**src/design/swm_pkg.sv**
```systemverilog
// Shared types and constants for the sliding window median filter.
package swm_pkg;

  localparam int CFG_WIDTH = 7;
  localparam logic [CFG_WIDTH-1:0] WINDOW_RESET = 7'd3;

  typedef enum logic [1:0] {
    OP_HOLD,
    OP_INSERT,
    OP_CLEAR_INSERT,
    OP_REMOVE
  } cell_op_t;

  typedef enum logic [1:0] {
    ST_IDLE,
    ST_EVAL,
    ST_SUM,
    ST_DROP
  } swm_state_t;

  // Status that each cell shows to its neighbours.
  typedef struct packed {
    logic valid;
    logic after;
    logic eq;
  } cell_link_t;

endpackage

```
**src/design/swm_cell.sv**
```systemverilog
// One cell of the sorted window: holds a sample and shifts with its neighbours.
module swm_cell #(
  parameter int SAMPLE_BITS = 32
) (
  input  logic                          clk,
  input  logic                          rst_n,
  input  swm_pkg::cell_op_t             op,
  input  logic signed [SAMPLE_BITS-1:0] key,
  input  logic signed [SAMPLE_BITS-1:0] left_value,
  input  swm_pkg::cell_link_t           left_link,
  input  logic signed [SAMPLE_BITS-1:0] right_value,
  input  swm_pkg::cell_link_t           right_link,
  output logic signed [SAMPLE_BITS-1:0] value,
  output swm_pkg::cell_link_t           link
);
  import swm_pkg::*;

  logic signed [SAMPLE_BITS-1:0] value_r, value_nxt;
  logic                          valid_r, valid_nxt;
  logic                          gt;
  logic                          take_right;

  assign gt = valid_r && (value_r > key);

  assign link.valid = valid_r;
  assign link.after = !valid_r || gt;
  assign link.eq    = valid_r && (value_r == key);

  // The last copy of an equal run leaves; larger samples close the gap.
  assign take_right = valid_r && (gt || (link.eq && !right_link.eq));

  always_comb begin
    value_nxt = value_r;
    valid_nxt = valid_r;
    case (op)
      OP_INSERT: begin
        if (link.after) begin
          if (left_link.after) begin
            value_nxt = left_value;
            valid_nxt = left_link.valid;
          end else begin
            value_nxt = key;
            valid_nxt = 1'b1;
          end
        end
      end
      OP_CLEAR_INSERT: begin
        // A real cell always shows itself as present or after the key, so only
        // the first cell, whose left edge shows neither, keeps the sample.
        value_nxt = key;
        valid_nxt = !left_link.valid && !left_link.after;
      end
      OP_REMOVE: begin
        if (take_right) begin
          value_nxt = right_value;
          valid_nxt = right_link.valid;
        end
      end
      default: begin
        value_nxt = value_r;
        valid_nxt = valid_r;
      end
    endcase
  end

  always_ff @(posedge clk) begin
    if (!rst_n) begin
      valid_r <= 1'b0;
    end else begin
      valid_r <= valid_nxt;
    end
  end

  always_ff @(posedge clk) begin
    value_r <= value_nxt;
  end

  assign value = value_r;

endmodule

```
**config.mk**
```make
export PLATFORM = sky130hd
export DESIGN_NAME = swm_cell
export DESIGN_NICKNAME = d
export VERILOG_FILES = /design/src/design/swm_pkg.sv /design/src/design/swm_cell.sv
export SDC_FILE = /design/constraint.sdc
export NUM_CORES = 1
export LEC_CHECK = 0
export ABC_AREA = 0
export BUFFER_PORTS_ARGS = -buffer_cell sky130_fd_sc_hd__buf_4
export CAP_MARGIN = 20
export CORE_ASPECT_RATIO = 0.75
export CORE_MARGIN = 2
export CORE_UTILIZATION = 46
export CTS_BUF_LIST = sky130_fd_sc_hd__clkbuf_2 sky130_fd_sc_hd__clkbuf_4 sky130_fd_sc_hd__clkbuf_8
export DETAILED_ROUTE_END_ITERATION = 10
export HOLD_SLACK_MARGIN = 0.1
export PLACE_DENSITY = 0.92
export REMOVE_ABC_BUFFERS = 1
export SYNTH_ARGS = -nofsm -noshare
export SYNTH_HDL_FRONTEND = slang
export SYNTH_SLANG_ARGS = --single-unit
```
**constraint.sdc**
```tcl
create_clock -name clk -period 2.8 [get_ports clk]
set_input_delay 0 -clock clk [delete_from_list [all_inputs] [get_ports clk]]
set_output_delay 0 -clock clk [all_outputs]
set_load 0.01 [all_outputs]
```
# Yosys cells after proc, flatten, opt, wreduce, memory -nomap -nowiden
# Cells that the tools add are included.
word_totals:
  register_bits: 33
op_classes:
  n_lt_le_gt_ge: 1
  n_mux: 8
  reduce_logical: 13
  n_eq_ne: 6
op_table:
  columns: ["cell", "n"]
  rows:
  - ["32-bit 2-to-1 mux", 3]
  - ["32-bit one-hot mux with 3 select lines", 1]
  - ["32-bit == test", 1]
  - ["32-bit greater-than comparator", 1]
  - ["1-bit logical AND", 5]
  - ["2-bit == test, second input constant", 2]
  - ["1-bit zero test", 4]
  - ["2-bit inequality test, second input constant", 2]
  - ["1-bit 2-to-1 mux", 3]
  - ["1-bit one-hot mux with 3 select lines", 1]
  - ["3-bit AND reduction", 1]
  - ["3-bit nonzero test", 1]
  - ["2-bit by 1-bit == test with 1-bit output, second input constant", 1]
  - ["1-bit logical OR", 2]

# Longest topological paths before layout
logic_depth:
  word_depth: 7
  depth_mapped: 8

# Least setup slack after synthesis
# Ideal clock, no wire load.
synth_path:
  path_type: "register -> register"
  start: "register value_r[30], in the netlist value[30]"
  end: "register value_r[0], in the netlist value[0], enable pin"
  required_ns: 2.457
  arrival_time_ns: 2.065
  setup_slack_ns: 0.392
  period_less_slack_ns: 2.408
  path_buffers: 0
  stages_incl_launch_ff: 7
  setup_ns: 0.343
  cell_sequence: "edfxtp_1 > ha_1 > nand4_2 > nor4_2 > and4_1 > a31oi_1 > a2bb2o_4"
synth_lines:
  columns: ["item", "line", "rtl"]
  rows:
  - ["start: declaration", "swm_cell.sv:18", "logic signed [SAMPLE_BITS-1:0] value_r, value_nxt;"]
  - ["start signal: assignment", "swm_cell.sv:75", "value_r <= value_nxt;"]

# Final worst setup path
layout_path:
  start: "register value_r[30], in the netlist value[30]"
  end: "register value_r[11], in the netlist value[11], enable pin"
layout_between:
  elab_chain_cells: 7
  elab_cells_between_ends: 11
  cone_classes: "1 x order compare; 3 x eq/ne; 7 x reduce/logical"
layout_rtl:
  columns: ["item"]
  rows:
  - ["branches (longest 6 deep; another with 32-bit greater-than comparator)"]
  - ["3-bit AND reduction (no line) *"]
# Mark *: on every way between the ends.
# A chain may end at the register's enable or synchronous reset.

==> run_results.csv <==
group,metric,value,unit
clock_network,cts-buffers-inserted,5,
setup_path,crit_top_cell,"a21oi_1",
synth,synth.ff_latch_count,33,
timing,timing.final.ws_setup,0.175,ns
setup_path,crit_arrival,2.54,ns
setup_path,crit_cells,7,
synth,ys.warnings.count,0,
routing,drc,0,
floorplan,core,5300,um2
timing,final_hold_viol_count,0,
power_and_ir_drop,vdd_drop_max,374,uV
setup_path,cp-end-kind,"register",
worst_hold_path,worstHoldPathType,"in -> reg",
routing,vias,2902,
floorplan,ios,141,
timing,period_needed,2.62,ns
layout,antennaDiodeCount,0,
synth,syn_area,2500,um2
setup_path,cpLargestDelayFamily,"compound AO/OA/AOI/OAI gates",
global_routing,grt_max_degree,33,
floorplan,chipWidth,89.1,um
synth,muxShareOfSynthArea,0,
synth,ys_top_cells_by_count,"inv_1, ha_1, edfxtp_1, a222oi_1, a21oi_1",
synth,synthSimpleGateAreaFrac,0.0851,
clock_network,cts_max_level,2,
timing,worstMarginPinSlew,0.703,ns
synth,synth_fa_ha_area_frac,0.175,
clock_network,clk_pin_slew,0.07,ns
floorplan,floorplan.initialDensity,0.472,
setup_path,critPathRequiredTime,2.72,ns
power_and_ir_drop,share_comb_of_total_power,0.424,
clock_network,post_cts_buffers,0,
timing,slew_viol_final,0,
timing,grt_setup_unrepaired,"no",
timing,tns,0,ns
place,post-place-ws,0.194,ns
routing,avgRoutedWirePerCell,17.4,um
synth,synth_cell_types,40,
run,max_cap_violations,0,
synth,avgSynthCellArea,9.92,um2
setup_path,start_kind,"register",
synth,async_reset_ff_frac,0,
floorplan,dieArea,6040,um2
power_and_ir_drop,seqPwrFrac,0.375,
floorplan,fp-row-count,23,
layout,area.growth.synth_to_final,74.8,%
synth,synth_top_area_frac,0.385,
setup_path,slowest_delay,0.48,ns
global_routing,grt_overflow,0,
setup_path,cp_cell_sequence,"ha_1 -> a21oi_1 -> a21oi_1 -> a211oi_1 -> nand4b_1 -> o211ai_2 -> a2bb2o_4",
place,io_buffers,138,
power_and_ir_drop,intPower,1.28,mW
synth,netlist_top_cells_area,"edfxtp_1, ha_1, a222oi_1",
setup_path,crit_path_top_delay_cell,"a2bb2o_4",
layout,final_nets,595,
synth,synth-compound-area-share,0.225,
setup_path,crit_fanout,32,
power_and_ir_drop,power_density,426,nW/um2
clock_network,cts_sinks,33,
power_and_ir_drop,cellLeakagePower,2.18,nW
synth,synth_cells,252,
synth,yosys.area.top_type,"edfxtp_1",
setup_path,ff2ff_path_depth,7,
timing,max_freq,381,MHz
worst_hold_path,hold_depth,4,
power_and_ir_drop,power_switching,0.583,mW
synth,synth_top_family_by_area,"compound AO/OA/AOI/OAI gates",
place,hpwlAfterDp,5810,um
global_routing,grt_first_pass_wirelength,13600,um
layout,fin_util,0.825,
synth,synth_most_common_cell,"inv_1",
clock_network,cts_root_buffer,"clkbuf_8",
routing,first_iter_violations,239,
routing,vias_per_cell,5.48,
routing,finalWirelength,9200,um
global_routing,grt_use_total,0.299,
synth,ys.flop_type,"edfxtp_1",
setup_path,critPathKind,"reg -> reg",
global_routing,antenna_found_initial,0,
routing,drtAntennaViolNets,0,
clock_network,cts_buffer_depth,2,
setup_path,crit_buf_inv,0,
synth,synth_edf_count,32,
synth,synth_xor_area_frac,0,
synth,ys_seq_area_frac,0.393,
timing,setup_viol,0,
floorplan,die_h,67.8,um
timing,timing.final.crit_share,0.937,
power_and_ir_drop,fin_total_pwr,1.86,mW
power_and_ir_drop,clock_power_share,0.202,
global_routing,grt_pass1_vias,3076,
clock_network,clkLatencyLatePin,0.28,ns
place,gp_routability_congestion,0.810,
outcome,status,"finished, final reports clean",
timing,skew,0.00889,ns
routing,firstDrtPassIters,9,
timing,relSlewSlack,0.532,
power_and_ir_drop,p_sw_frac,0.314,
clock_network,cts_tree,"yes",
layout,drive_gt1_frac,0.352,
setup_path,r2r_slack,0.18,ns
[power groups by stage]
stage                     Sequential (mW)  Clock (mW)  Combinational (mW)
final                               0.696       0.375               0.788
after global routing                0.705       0.409               0.852
after CTS                           0.695       0.381               0.757
after detailed placement            0.704           0               0.649
after global placement              0.698           0               0.624
after floorplan                     0.733           0               0.285
[worst reg2reg max path, stage by stage (launching register included)]
cell and delay [ns]:
edfxtp_1 0.41, ha_1 0.36, a21oi_1 0.18, a21oi_1 0.10, a211oi_1 0.33, nand4b_1 0.16, o211ai_2 0.25, a2bb2o_4 0.48
[through the flow]
| step | hold WS [ns] | cell area (um2) | std cells |
|---|---|---|---|
| 2_1_floorplan | 0.163 | 2450 | 240 |
| 3_3_place_gp | 0.275 | 3600 | 456 |
| 3_5_place_dp | 0.279 | 3600 | 456 |
| 4_1_cts | 0.218 | 4350 | 529 |
| 5_1_grt | 0.230 | 4370 | 530 |
| 6_report | 0.254 | 4370 | 530 |
[area by class of cell]
cell class | instances | area [um2]
repair buffers | 207 | 1720
multi-input cells | 139 | 1220
flip-flops and latches | 33 | 981
fillers | 325 | 928
inverters | 68 | 255
well taps | 75 | 93.8
clock buffers | 8 | 91.3
[registers in the layout (all words and copies together), names as in the netlist]
signal / flops
valid_r: 1
value: 32
[what timing repair did]
action / in CTS / in global routing
endpoints found under the setup margin: 0 / 24
gates resized for setup: 0 / 1
hold buffers: 65 / 0
endpoints found under the hold margin: 33 / 0
[final timing paths]
| check | start | to |
|---|---|---|
| worst min-delay path | left_link[1] | valid_r |
| worst min register to register | valid_r | valid_r |
| worst max register to register | value[30] | value[11] |
| worst max-delay path | value[30] | value[11] |
[logic make-up after synthesis]
logic type	Yosys count
buffers and inverters	80
flip-flops	33
adder cells (fa/ha/maj)	35
AND/OR/NAND/NOR	36
AO/OA/AOI/OAI	68
[routing by layer]
metal | track usage | routed length, um | share of wire | vias to the layer above
li1 | - | - | - | 1353
met1 | 0.298 | 3400 | 0.37 | 1388
met2 | 0.592 | 4940 | 0.54 | 147
met3 | 0.0832 | 755 | 0.082 | 14
met4 | 0.108 | 114 | 0.012 | 0
met5 | 0 | 0 | 0 | -
[cells in the final DEF, fill, tap and decap left out, drive strengths merged]
master       instances
or3                  1
a211oi               2
and3                 1
ha                  35
a222oi              31
edfxtp              32
nor2b                2
o32ai                1
and2                 1
dfxtp                1
nand2b               1
o21a                 1
o2bb2ai              1
inv                 68
nand2               10
nor3                 4
a21boi               1
a311o                1
a2bb2o               1
nor2                 4
a21o                 1
a32oi                1
and4                 2
nor4                 1
buf                142
nand3                1
a22oi                1
o211ai               2
o21ai                7
clkbuf               8
dlygate4sd3         65
nand4                7
a21oi               15
o21bai               1
a31oi                1
nand4b               1
No activity file was read; power rests on OpenSTA's default activity.
